[config.mk]
export PLATFORM = sky130hd
export DESIGN_NAME = sfc_box
export DESIGN_NICKNAME = d
export VERILOG_FILES = /design/src/sv/sfc_pkg.sv /design/src/sv/sfc_box.sv
export SDC_FILE = /design/constraint.sdc
export NUM_CORES = 1
export LEC_CHECK = 0
export ABC_CLOCK_PERIOD_IN_PS = 4000
export CORE_MARGIN = 2
export CORE_UTILIZATION = 35
export DETAILED_ROUTE_END_ITERATION = 8
export DONT_BUFFER_PORTS = 1
export GPL_TIMING_DRIVEN = 0
export PLACE_DENSITY = 0.45
export SETUP_SLACK_MARGIN = 0.1
export SLEW_MARGIN = 20
export SYNTH_ARGS = -nofsm -noshare
export SYNTH_HDL_FRONTEND = slang
export SYNTH_SLANG_ARGS = --single-unit
[constraint.sdc]
create_clock -name clk_i -period 4 [get_ports clk_i]
set_input_delay 0.4 -clock clk_i [delete_from_list [all_inputs] [get_ports clk_i]]
set_output_delay 0.4 -clock clk_i [all_outputs]
set_load 0.05 [all_outputs]
[src/sv/sfc_pkg.sv]
`timescale 1ns / 1ps
// sfc_pkg: shared types and constants for the sphere frustum classifier.
// No dependencies.
package sfc_pkg;

  localparam int NUM_PLANES        = 6;
  localparam int REJECT_ONLY_PLANE = 4;
  localparam int COORD_W           = 16;
  localparam int RAD_W             = 15;
  localparam int CFG_W             = 64;
  localparam int CFG_IDX_W         = 3;
  localparam int BOUNDS_W          = 48;
  // box stage, two stages per plane cell, output register
  localparam int PIPE_LAT          = 2 + 2 * NUM_PLANES;

  typedef enum logic [CFG_IDX_W-1:0] {
    CFG_PLANE_0    = 3'd0,
    CFG_PLANE_1    = 3'd1,
    CFG_PLANE_2    = 3'd2,
    CFG_PLANE_3    = 3'd3,
    CFG_PLANE_4    = 3'd4,
    CFG_PLANE_5    = 3'd5,
    CFG_BOUNDS_MIN = 3'd6,
    CFG_BOUNDS_MAX = 3'd7
  } cfg_idx_e;

  typedef enum logic [1:0] {
    VIS_OUTSIDE  = 2'd0,
    VIS_STRADDLE = 2'd1,
    VIS_INSIDE   = 2'd2
  } vis_e;

  typedef struct packed {
    logic                       valid;
    logic signed [COORD_W-1:0]  cx;
    logic signed [COORD_W-1:0]  cy;
    logic signed [COORD_W-1:0]  cz;
    logic        [RAD_W-1:0]    radius;
    logic                       outside;
    logic                       strad;
  } sfc_tok_t;

endpackage

[src/sv/sfc_box.sv]
`timescale 1ns / 1ps
// sfc_box: world-box reject stage at the head of the cell chain.
// Holds the bounds registers. Depends on sfc_pkg.
module sfc_box import sfc_pkg::*; (
  input  logic                   clk_i,
  input  logic                   rst_ni,
  input  logic                   cfg_we_i,
  input  logic [CFG_IDX_W-1:0]   cfg_idx_i,
  input  logic [CFG_W-1:0]       cfg_wdata_i,
  input  sfc_tok_t               tok_i,
  output sfc_tok_t               tok_o
);

  logic [BOUNDS_W-1:0] bmin_q, bmax_q;
  sfc_tok_t            tok_d, tok_q;

  function automatic logic axis_out(logic signed [COORD_W-1:0] c,
                                    logic [RAD_W-1:0] r,
                                    logic [COORD_W-1:0] lo,
                                    logic [COORD_W-1:0] hi);
    logic signed [COORD_W+1:0] c_lo, c_hi, lo_e, hi_e;
    c_lo = {{2{c[COORD_W-1]}}, c} - $signed({3'b000, r});
    c_hi = {{2{c[COORD_W-1]}}, c} + $signed({3'b000, r});
    lo_e = $signed({{2{lo[COORD_W-1]}}, lo});
    hi_e = $signed({{2{hi[COORD_W-1]}}, hi});
    return (hi_e < c_lo) || (lo_e > c_hi);
  endfunction

  always_ff @(posedge clk_i or negedge rst_ni) begin
    if (!rst_ni) begin
      bmin_q <= '0;
      bmax_q <= '0;
    end else if (cfg_we_i) begin
      if (cfg_idx_i == CFG_BOUNDS_MIN) bmin_q <= cfg_wdata_i[BOUNDS_W-1:0];
      if (cfg_idx_i == CFG_BOUNDS_MAX) bmax_q <= cfg_wdata_i[BOUNDS_W-1:0];
    end
  end

  always_comb begin
    tok_d         = tok_i;
    tok_d.strad   = 1'b0;
    tok_d.outside = axis_out(tok_i.cx, tok_i.radius, bmin_q[47:32], bmax_q[47:32])
                 || axis_out(tok_i.cy, tok_i.radius, bmin_q[31:16], bmax_q[31:16])
                 || axis_out(tok_i.cz, tok_i.radius, bmin_q[15:0],  bmax_q[15:0]);
  end

  always_ff @(posedge clk_i or negedge rst_ni) begin
    if (!rst_ni) begin
      tok_q <= '0;
    end else begin
      tok_q <= tok_d;
    end
  end

  assign tok_o = tok_q;

endmodule

### After elaboration in Yosys (flattened, before gate mapping)

Index checks and enable logic that the tools add are counted.

* bits in registers: 161
* latch bits: 0
* bits in writable memories: 0
* ROM bits: 0
* input port bits: 136
* output and inout port bits: 66
* word-level logic and storage cells: 29
* memories kept: 0

* add/subtract/negate cells: 6
* multipliers: 0
* divide/modulo/power cells: 0
* order comparisons: 6
* equality and inequality tests: 2
* shift-type cells: 0
* multiplexer cells: 0
* bitwise gates (word level): 0
* reductions and logical operators: 7

Operator list (number)
* $add A16 B16 Y17: 3
* $gt A16 B17 Y1: 3
* $lt A16 B17 Y1: 3
* $sub A16 B16 Y17: 3
* $eq A3 B3 Y1 const B: 2
* $logic_or A1 B1 Y1: 5
* $reduce_and A2 Y1: 2

### Depth between registers and ports, before layout

* depth after elaboration: 5
* mapped depth: 18

### Worst setup path after synthesis

No wires, ideal clock.

* path type: input-to-reg
* from: input tok_i[3] (netlist bit)
* to: register tok_q, in the netlist tok_o[1]
* arrival: 3659 ps
* setup slack: 203 ps
* cell stages on the path: 17
* buffers on the path: 0
* cell sequence: inv_1 fa_1 o21bai_1 a21o_1 a21oi_1 o31ai_2 nand2_1 o311ai_0 xor2_1 ha_1 a21oi_1 nor2b_1 o211ai_1 a21boi_0 o21ai_0 a221oi_2 or4_1

RTL lines
* from (decl): line sfc_box.sv:10 `input sfc_tok_t tok_i,`
* to (signal assigned): line sfc_box.sv:51 `tok_q <= tok_d;`
* to (decl): line sfc_box.sv:15 `sfc_tok_t tok_d, tok_q;`

==> results.md <==
- The number of remaining DRC errors is 0.
- The count of buffers added on input and output ports is 0.
- The number of stages on the worst setup path is 16.
- VDD sags by at most 0.000317 V.
- The largest total area in the synthesized netlist belongs to sky130_fd_sc_hd__dfrtp_1.
- The count of buffering cells on the critical path with inverters included is 2.
- Based on the critical path, the design can be clocked at up to 269 MHz.
- The total detailed-routing wirelength is 32,100 um.
- Routability-driven placement finished with a final weighted congestion of 0.833.
- The number of top-level pins is 202.
- The net count of the finished layout is 1,514.
- For this run, the total global-route usage over all layers was measured as 19.7%.
- For this run, the number of Yosys warnings is 0.
- After synthesis, the cell types taking the most area are sky130_fd_sc_hd__dfrtp_1 35%, sky130_fd_sc_hd__ha_1 21%, sky130_fd_sc_hd__mux2_2 9.4%.
- The share of synthesized flip-flops with an asynchronous set or reset is 100%.
- The number of enable flip-flop cells after synthesis is 0.
- The die is 185 um wide.
- Across all hold checks on the routed design, the worst slack comes to -367 ps.
- Once layout is done, the placed cells without fillers occupy 13,400 um^2.
- The post-synthesis net count is about 1,400.
- Counting instances in the post-synthesis netlist gives the leading cell types as 189 x sky130_fd_sc_hd__ha_1, 161 x sky130_fd_sc_hd__dfrtp_1, 96 x sky130_fd_sc_hd__mux2_2.
- The post-route netlist has 15.4% of its cells at a drive strength greater than 1.
- On the worst path, the slowest cell contributes a delay of 470 ps.
- The final period utilization is 93.0%.
- The worst path needs 3720 ps of the cycle, external delays included.
- Using the TritonRoute via totals, the vias-per-cell ratio works out to 5.05.
- The clock passes through at most 2 buffers.
- In the synthesized netlist the dominant register cell turns out to be sky130_fd_sc_hd__dfrtp_1.
- The quantity of hold-fixing buffers added after cts is 64.
- After synthesis, the netlist uses 71 different library cells.
- The total power density per cell area is about 420 nW/um^2.
- The overall power after layout is 5.57 mW.
- The H-tree generated during clock tree synthesis spans 4 levels.
- The detailed router finished its first iteration with 363 violations.
- Detailed placement finished with a half-perimeter wire length of between 20,000 and 30,000 um.
- The share of the Yosys chip area taken by registers is a little over a third.
- In this run the clock root is driven by a sky130_fd_sc_hd__clkbuf_16.
- The top cell type's share of synthesized area is between 30% and 40%.
- The number of instances in the synthesized netlist is 1,094.
- The height of the die is approximately 190 um.
- The first-pass GRT wire length is 49,700 um.
- The number of antenna violations at the first check in global routing is 1.
- The leakage dissipation is ~6.1 nW.
- The length of the first detailed-routing pass in iterations is 5.
- The die covers 34,200 um^2.
- The initial core utilization is 35.4%.
- The count of endpoints failing hold in the final timing report came to 161.
- The post-detailed-placement cell area is 12,000 um^2.
- Measured in cells, the most critical reg-to-reg path has a length of 8.
- The worst setup path is captured at a flip-flop.
- STA puts the critical path data arrival time at roughly 4100 ps.
- The via count of the first global-routing pass came to roughly 8,700.
- In this run the remaining antenna-violating nets after routing total 0.
- Setup repair after global routing left no endpoint under its margin.
- The category of cells accounting for the largest share of critical-path delay is compound AO/OA/AOI/OAI gates.
- The launching element type of the critical path is an input pin.
- The max-cap check violation count is 0.
- The largest net degree at the start of global routing is 162.
- The area growth from synthesis to layout is 17.1%.
- The checks that failed: hold timing.
- The detailed router placed 8,271 vias in this run.
- After clock tree synthesis, the clock-pin slew on the worst setup and hold paths is about 80 ps.
- The clock latency on the worst-skew pair is ~460 ps.
- The signal on the critical path passes through clkinvlp_4 > buf_12 > fa_1 > a21oi_1 > o21ai_1 > a21oi_2 > o31ai_4 > a211o_1 > a21oi_1 > xor2_1 > ha_1 > nand4_1 > nor3_2 > o41a_1 > o221ai_1 > or4_4.
- The count of pins over their slew limit is 0.
- In this run the worst hold path is classified as input pin to async pin.
- STA puts the critical path data required time at between 4000 and 5000 ps.
- The cell at the slowest stage of the critical path is sky130_fd_sc_hd__fa_1.
- The cell that appears most often on the critical path is sky130_fd_sc_hd__a21oi_1.
- After floorplanning, the core was divided into 66 placement rows.
- Along the worst path, the maximum fanout reaches 6.
- The core region area is 32,400 um^2.
- Across the routed clock network, the largest skew measured is 8.07 ps.
- The TritonCTS clock tree is yes.
- The post-synthesis average cell area is roughly 10 um^2.
- The total number of clock tree sinks is 161.
- At the pin with the least slew margin, the transition time is 947 ps.
- The most repeated cell in the gate-level netlist after synthesis is sky130_fd_sc_hd__ha_1.
- The tightest slew margin relative to the limit is 36.9%.
- The number of synthesized register bits is 161.
- The worst setup path category is input pin to flip-flop.
- The flow ran to the end, but the final reports show violations.
- The synthesized netlist occupies a cell area of 11,500 um^2.
- Buffers inserted during clock tree synthesis total 17.
- In the final routed layout, each cell accounts on average for 19.6 um.
- Setup violations remaining at the end of the flow were counted as 0.
- After global routing the overflow that remains totals 0.
state kept, by name (all words and copies together), names as in the netlist:
register,cells
bmin_q,48
tok_o,65
bmax_q,48
report_power, final:
group          internal [mW]  switching [mW]
logic                  0.896           0.918
clock network          0.836           0.768
registers               1.88           0.278
area by class of cell:
class / count / area (um^2)
Fill cell: 3230 / 18900
Multi-Input combinational cell: 822 / 7140
Sequential cell: 161 / 4030
Timing Repair Buffer: 70 / 698
Tap cell: 442 / 553
Clock buffer: 19 / 453
Inverter: 81 / 308
Buffer: 30 / 139
Clock inverter: 13 / 103
Antenna cell: 1 / 2.50
worst paths after layout:
| kind | from | to | slack [ps] |
|---|---|---|---|
| setup / recovery | tok_i[3] | tok_o[1] | 280 |
| hold / removal | rst_ni | bmax_q[21] | -370 |
| setup reg to reg | bmin_q[2] | tok_o[1] | 1350 |
| hold reg to reg | bmin_q[16] | bmin_q[16] | 510 |
| max in group asynchronous | rst_ni | bmin_q[14] | 4170 |
| min in group clk_i | cfg_wdata_i[9] | bmin_q[9] | 80 |
cells by family (layout without fill, tap and decap cells):
logic type | after synthesis | after routing | synth area share, %
AOI/OAI and AO/OA | 267 | 267 | 15.7
adders and majority gates | 195 | 195 | 21.7
and+or+nand+nor | 190 | 190 | 8.63
DFF | 161 | 161 | 35.1
buffers and inverters | 111 | 213 | 3.86
muxes | 97 | 97 | 9.51
xor gates and xnor gates | 72 | 72 | 5.50
other | 1 | 2 | 0.0327
cell usage in the layout (no fill, tap or decap), drive strengths merged, types with 32 or more instances in the layout:
cell type and count:
ha 189, dfrtp 161, mux2 96, inv 84, a21oi 83, dlygate4sd3 64, xnor2 55, nor2 49
o21ai 49, a21o 36, clkbuf 32
metal layers:
layer  wire length (um)  global-route usage [%]
met1              14900                    26.0
met2              14900                    31.4
met3               1960                    5.27
met4                460                    5.90
met5                  0                       0
what timing repair did:
item | CTS | global route
endpoints found under the setup margin | 1 | 1
pin swaps | 0 | 9
buffers inserted | 2 | 4
resized for setup | 6 | 26
gates cloned | 0 | 0
endpoints found under the hold margin | 225 | 161
metrics by stage:
| step | cells | setup slack (ps) | hold WS, ps | setup TNS (ps) | utilization (%) |
|---|---|---|---|---|---|
| final | 1639 | 281 | -367 | 0 | 41.5 |
| after global routing | 1638 | 85.3 | -392 | 0 | 41.5 |
| after floorplan | 1094 | 203 | 104 | 0 | - |
| after global placement | 1536 | -684 | 114 | -684 | 37.1 |
| after CTS | 1634 | 129 | -387 | 0 | 41.0 |
| after detailed placement | 1536 | -728 | 116 | -728 | 37.1 |
Power figures use the tool's default switching activity.
