==> config.mk <==
export PLATFORM = sky130hd
export DESIGN_NAME = sfc_cell
export DESIGN_NICKNAME = d
export VERILOG_FILES = /design/src/sv/sfc_pkg.sv /design/src/sv/sfc_cell.sv
export SDC_FILE = /design/constraint.sdc
export NUM_CORES = 2
export LEC_CHECK = 0
export ABC_CLOCK_PERIOD_IN_PS = 17700
export BUFFER_PORTS_ARGS = -buffer_cell sky130_fd_sc_hd__clkbuf_2
export CAP_MARGIN = 20
export CORE_ASPECT_RATIO = 0.6
export CORE_MARGIN = 1
export CORE_UTILIZATION = 30
export CTS_CLUSTER_DIAMETER = 50
export DETAILED_ROUTE_END_ITERATION = 7
export PLACE_DENSITY_LB_ADDON = 0.3
export SLEW_MARGIN = 20
export SYNTH_ARGS = -nofsm -noshare
export SYNTH_HDL_FRONTEND = slang
export SYNTH_SLANG_ARGS = --single-unit
==> constraint.sdc <==
create_clock -name clk_i -period 17.7 [get_ports clk_i]
set_clock_uncertainty 0.15 [all_clocks]
set_input_delay 3.54 -clock clk_i [delete_from_list [all_inputs] [get_ports clk_i]]
set_output_delay 3.54 -clock clk_i [all_outputs]
set_load 0.005 [all_outputs]
==> src/sv/sfc_pkg.sv <==
`timescale 1ns / 1ps
// sfc_pkg: shared types and constants for the sphere frustum classifier.
// No dependencies.
package sfc_pkg;

  localparam int NUM_PLANES        = 6;
  localparam int REJECT_ONLY_PLANE = 4;
  localparam int COORD_W           = 16;
  localparam int RAD_W             = 15;
  localparam int CFG_W             = 64;
  localparam int CFG_IDX_W         = 3;
  localparam int BOUNDS_W          = 48;
  // box stage, two stages per plane cell, output register
  localparam int PIPE_LAT          = 2 + 2 * NUM_PLANES;

  typedef enum logic [CFG_IDX_W-1:0] {
    CFG_PLANE_0    = 3'd0,
    CFG_PLANE_1    = 3'd1,
    CFG_PLANE_2    = 3'd2,
    CFG_PLANE_3    = 3'd3,
    CFG_PLANE_4    = 3'd4,
    CFG_PLANE_5    = 3'd5,
    CFG_BOUNDS_MIN = 3'd6,
    CFG_BOUNDS_MAX = 3'd7
  } cfg_idx_e;

  typedef enum logic [1:0] {
    VIS_OUTSIDE  = 2'd0,
    VIS_STRADDLE = 2'd1,
    VIS_INSIDE   = 2'd2
  } vis_e;

  typedef struct packed {
    logic                       valid;
    logic signed [COORD_W-1:0]  cx;
    logic signed [COORD_W-1:0]  cy;
    logic signed [COORD_W-1:0]  cz;
    logic        [RAD_W-1:0]    radius;
    logic                       outside;
    logic                       strad;
  } sfc_tok_t;

endpackage

==> src/sv/sfc_cell.sv <==
`timescale 1ns / 1ps
// sfc_cell: one plane of the frustum; holds the plane register, forms the
// signed distance over two stages and updates the request's flags. Depends on sfc_pkg.
module sfc_cell import sfc_pkg::*; (
  input  logic             clk_i,
  input  logic             rst_ni,
  input  logic             we_i,
  input  logic [CFG_W-1:0] wdata_i,
  input  logic             straddle_en_i,
  input  sfc_tok_t         tok_i,
  output sfc_tok_t         tok_o
);

  localparam int PROD_W = 2 * COORD_W;
  localparam int DIST_W = PROD_W + 3;

  logic [CFG_W-1:0]           plane_q;
  logic signed [COORD_W-1:0]  nx, ny, nz;
  logic signed [PROD_W-1:0]   prod_x_d, prod_y_d, prod_z_d;
  logic signed [PROD_W-1:0]   prod_x_q, prod_y_q, prod_z_q;
  sfc_tok_t                   tok_a_q, tok_d, tok_q;
  logic signed [DIST_W-1:0]   psum, d_ext, pdist, rs, neg_rs;

  always_ff @(posedge clk_i or negedge rst_ni) begin
    if (!rst_ni) begin
      plane_q <= '0;
    end else if (we_i) begin
      plane_q <= wdata_i;
    end
  end

  assign nx = $signed(plane_q[63:48]);
  assign ny = $signed(plane_q[47:32]);
  assign nz = $signed(plane_q[31:16]);

  assign prod_x_d = nx * tok_i.cx;
  assign prod_y_d = ny * tok_i.cy;
  assign prod_z_d = nz * tok_i.cz;

  always_ff @(posedge clk_i or negedge rst_ni) begin
    if (!rst_ni) begin
      tok_a_q <= '0;
    end else begin
      tok_a_q <= tok_i;
    end
  end

  always_ff @(posedge clk_i) begin
    prod_x_q <= prod_x_d;
    prod_y_q <= prod_y_d;
    prod_z_q <= prod_z_d;
  end

  always_comb begin
    psum   = {{3{prod_x_q[PROD_W-1]}}, prod_x_q}
           + {{3{prod_y_q[PROD_W-1]}}, prod_y_q}
           + {{3{prod_z_q[PROD_W-1]}}, prod_z_q};
    d_ext  = $signed({{(DIST_W-COORD_W-14){plane_q[15]}}, plane_q[15:0], 14'b0});
    pdist  = psum - d_ext;
    rs     = $signed({{(DIST_W-RAD_W-14){1'b0}}, tok_a_q.radius, 14'b0});
    neg_rs = -rs;
    tok_d         = tok_a_q;
    tok_d.outside = tok_a_q.outside || (pdist > rs);
    tok_d.strad   = tok_a_q.strad || (straddle_en_i && (pdist >= neg_rs));
  end

  always_ff @(posedge clk_i or negedge rst_ni) begin
    if (!rst_ni) begin
      tok_q <= '0;
    end else begin
      tok_q <= tok_d;
    end
  end

  assign tok_o = tok_q;

endmodule

# Yosys cells after proc, flatten, opt, wreduce, memory -nomap -nowiden
# Cells that the tools add are included.
totals:
  regBits: 292
  elab_cells: 30
op_classes:
  addsub: 4
  n_mul: 3
  magnitude_cmp: 2
  n_reduce_logical: 3
ops:
  columns: ["operator", "n"]
  rows:
  - ["multiplier 16 x 16 -> 32 bit", 3]
  - ["greater-or-equal comparator 35 bit", 1]
  - ["> comparator 35 x 30 -> 1 bit", 1]
  - ["negator 29 -> 35 bit", 1]
  - ["subtractor 34 x 30 -> 35 bit", 1]
  - ["adder 33 x 32 -> 34 bit", 1]
  - ["adder 32 x 32 -> 33 bit", 1]
  - ["logical OR 1 bit", 2]
  - ["logical AND 1 bit", 1]

# Longest topological paths before layout
logic_depth:
  depth_word: 6
  mapped_depth: 27
  depth_no_buf: 27

# Worst setup path after synthesis
# No wires, ideal clock.
synth_path:
  kind: "input-to-reg"
  startpoint: "input port tok_i[18] (netlist bit)"
  endpoint: "register prod_z_q[31]"
  setup_ns: 0.072
  arrival_ns: 9.294
  slack_ns: 8.184
  cell_stages: 20
  path_buffers: 1
  cell_sequence: "clkbuf_1 nand2_1 fa_1 fa_1 fa_1 fa_1 inv_1 fa_1 fa_1 ha_1 and3_1 a221oi_1 and3_1 a21oi_1 a21oi_1 a21oi_1 a41o_1 or4b_1 a31oi_1 xnor2_1"
synth_between:
  elab_chain_len: 1
synth_lines:
  columns: ["element", "line", "text"]
  rows:
  - ["from (decl)", "sfc_cell.sv:10", "input sfc_tok_t tok_i,"]
  - ["multiplier 16 x 16 -> 32 bit", "sfc_cell.sv:38", "assign prod_z_d = nz * tok_i.cz;"]
  - ["net prod_z_d[31]", "sfc_cell.sv:19", "logic signed [PROD_W-1:0] prod_x_d, prod_y_d, prod_z_d;"]
  - ["to (signal assigned)", "sfc_cell.sv:51", "prod_z_q <= prod_z_d;"]
  - ["to (decl)", "sfc_cell.sv:20", "logic signed [PROD_W-1:0] prod_x_q, prod_y_q, prod_z_q;"]
# The timed path passes the listed nets, and every way through them passes these cells.
# A chain may end at the register's enable or synchronous reset.

# Worst setup path after layout
# Same ends and word-level chain as after synthesis.

==> results.json <==
{
  "status": "finished, final reports clean",
  "async_reset_ff_share_pct": 67.12,
  "drt-initial-drc-count": 1628,
  "utilization_pct": 33.38,
  "yosys_warnings": 0,
  "grt_max_degree": 106,
  "max_freq_mhz": 102.5,
  "crit_slowest_cell": "fa_1",
  "slew_headroom_pct": 26.04,
  "synthSimpleGateAreaFrac_pct": 12.37,
  "hold_path.class": "reg -> reg",
  "rsz0062_at_grt": "false",
  "grt_antenna_before_repair": 4,
  "avgSynthCellArea_sq_um": 9.715,
  "synth.largest_area_cell": "fa_1",
  "maxCapViolations": 0,
  "num-fill-cells": 14028,
  "synth_compound_area_share_pct": 5.171,
  "cts_tree": "built",
  "synth-seq-cells": 292,
  "crit_chain": "clkbuf_2 -> nand2_1 -> fa_1 -> fa_1 -> fa_1 -> inv_1 -> fa_1 -> fa_1 -> fa_1 -> ha_1 -> and3_1 -> a221oi_1 -> and3_1 -> a21oi_1 -> a21oi_1 -> a21oi_1 -> a41o_1 -> or4b_1 -> a31oi_1 -> xnor2_1",
  "avgRoutedWirePerCell_um": 16.92,
  "synth_fp_nets": 5556,
  "cts_hold_buf": 0,
  "clk_pin_slew_ns": 0.07,
  "dp_hpwl_mm": 87.95,
  "worst_pin_slew_ns": 1.099,
  "crit_top_cell": "fa_1",
  "h-tree-depth": 2,
  "synthXorXnorAreaFrac_pct": 3.175,
  "fin_crit_sh_pct": 55.13,
  "post-route-drc-count": 0,
  "cpPeakStageDelay_ns": 0.55,
  "setup_viol": 0,
  "synth_edf_count": 0,
  "cts_setup_buffers": 0,
  "syn_inst": 4259,
  "gp_congestion": 0.8491,
  "row_count": 105,
  "area_growth_pct": 10.35,
  "yosysUniqueCellTypes": 65,
  "multi_input_area_sq_um": 29980,
  "ys_seq_area_share_pct": 16.50,
  "slew_violations": 0,
  "netlist_top_cells_count": "1107 x inv_1, 837 x fa_1, 464 x nand2_1",
  "core_sq_um": 136800,
  "synth_mux_area_share_pct": 1.355,
  "cp.required_ns": 18.05,
  "viasPerCell": 4.455,
  "io_buffers": 199,
  "drive_above_1_share_pct": 7.432,
  "clk_latency_ns": 0.60,
  "grt_overflow_total": 0,
  "layout_setup_ws_ns": 7.943,
  "clkSinkCount": 292,
  "crit_type": "in -> reg",
  "worstHoldPathCells": 0,
  "fin_setup_tns_ns": 0,
  "initial_core_util_pct": 30.25,
  "numCtsBuffers": 40,
  "die_w_um": 481.4,
  "fin_hold_ws_ns": 0.1665,
  "dp_slack_ns": 7.365,
  "path_max_fanout": 17,
  "ios": 200,
  "synthFlopType": "dfrtp_1",
  "synth_top_family_by_area": "adder cells",
  "cts-root-buf": "clkbuf_16",
  "fp.dieArea_sq_um": 139500,
  "clockBufferDepth": 3,
  "vias": 27834,
  "postRouteWirelength_mm": 105.7,
  "hold_violations": 0,
  "antenna_left": 0,
  "grtUsageTotal_pct": 15.97,
  "yosysTopAreaCellShare_pct": 40.50,
  "end_kind": "flip-flop",
  "drt_first_pass_iters": 5,
  "die_h_um": 289.7,
  "synth.most_common_cell": "inv_1",
  "grt_pass1_wl_mm": 172.3,
  "cp-start-kind": "input pin",
  "netlist_area_sq_um": 41380,
  "fin_crit_ns": 9.757,
  "nets": 5692,
  "seqCellArea_sq_um": 6827,
  "ctsResizeCount": 0,
  "synth.area.top_cells": "fa_1 40%, dfrtp_1 12%, inv_1 10%",
  "arrival_ns": 10.11,
  "r2r_cells": 19,
  "synthAdderAreaFrac_pct": 50.38,
  "grt_pass1_vias": 29605
}
## critical path: cells and delay by family
kind / cells / cell delay, ns
AND/OR/NAND/NOR: 4 / 1.08
XOR/XNOR: 1 / 0.13
adder cells (fa/ha/maj): 7 / 3.40
buffers and inverters: 2 / 0.39
AO/OA/AOI/OAI: 6 / 1.52
## routing by layer
metal  GRT usage [%]  up-vias  wire length, um
met1           25.26    14190            55040
met2           22.64      651            42590
li1                -    12890                -
met3           2.576       99             5970
met5               0        -               22
met4           2.981        4             2110
## registers in the layout (all words and copies together) (netlist names)
signal and cells:
tok_a_q 51, tok_o 66, prod_y_q 32, rs 15, plane_q 64, prod_z_q 32, prod_x_q 32
## metrics by stage
step	cell area (sq um)	instances
after CTS	45630	6245
after detailed placement	44280	6171
after floorplan	41380	4259
after global routing	45650	6246
after global placement	44280	6171
final	45660	6248
## worst paths after layout
check	start	endpoint	slack (ns)
min reg2reg	tok_a_q[34]$_DFF_PN0_	tok_o[34]$_DFF_PN0_	0.17
min in group asynchronous	rst_ni	tok_o[65]$_DFF_PN0_	2.82
max reg2reg	plane_q[27]$_DFFE_PN0P_	prod_z_q[31]$_DFF_P_	10.33
min	tok_a_q[34]$_DFF_PN0_	tok_o[34]$_DFF_PN0_	0.17
max	tok_i[18]	prod_z_q[31]$_DFF_P_	7.94
max in group asynchronous	rst_ni	tok_a_q[34]$_DFF_PN0_	12.56
## placed cells by master, fill, tap and decap left out, types with 8 or more instances in the layout
cell / instances
xor2_1: 31
o21bai_1: 19
dfrtp_1: 196
a21o_1: 50
ha_1: 326
nand3_1: 33
and2_1: 334
clkbuf_16: 41
nand2b_1: 29
nand2_1: 464
nor2b_1: 11
dfxtp_1: 96
or3_1: 10
a31oi_1: 8
a211oi_1: 9
clkbuf_1: 8
nor2_1: 106
xnor2_1: 119
a21oi_1: 98
nor3_1: 25
o21a_1: 14
o21ai_0: 72
inv_1: 1107
mux2_2: 48
clkbuf_2: 197
and3_1: 12
nand4_1: 12
fa_1: 837
## layout make-up
type / count / area share (%)
antenna: 2 / 0.01096
clock buffer: 50 / 2.343
clock inverter: 24 / 0.6193
inverter: 1107 / 9.101
multi-input combinational: 2749 / 65.65
sequential: 292 / 14.95
tap: 1819 / 4.985
timing repair buffer: 205 / 2.335
## logic make-up (layout without fill, tap and decap cells)
| kind of cell | Yosys count | after routing |
|---|---|---|
| buffers and inverters | 1218 | 1386 |
| adder cells (fa/ha/maj) | 1164 | 1164 |
| AND/OR/NAND/NOR | 1053 | 1053 |
| AO/OA/AOI/OAI | 332 | 332 |
| flip-flops | 292 | 292 |
| XOR/XNOR | 150 | 150 |
| multiplexers | 50 | 50 |
| other | 0 | 2 |
Power is left out: the tool's default activity adds up to more than one toggle a clock period on the data nets, which glitch-free logic cannot reach.
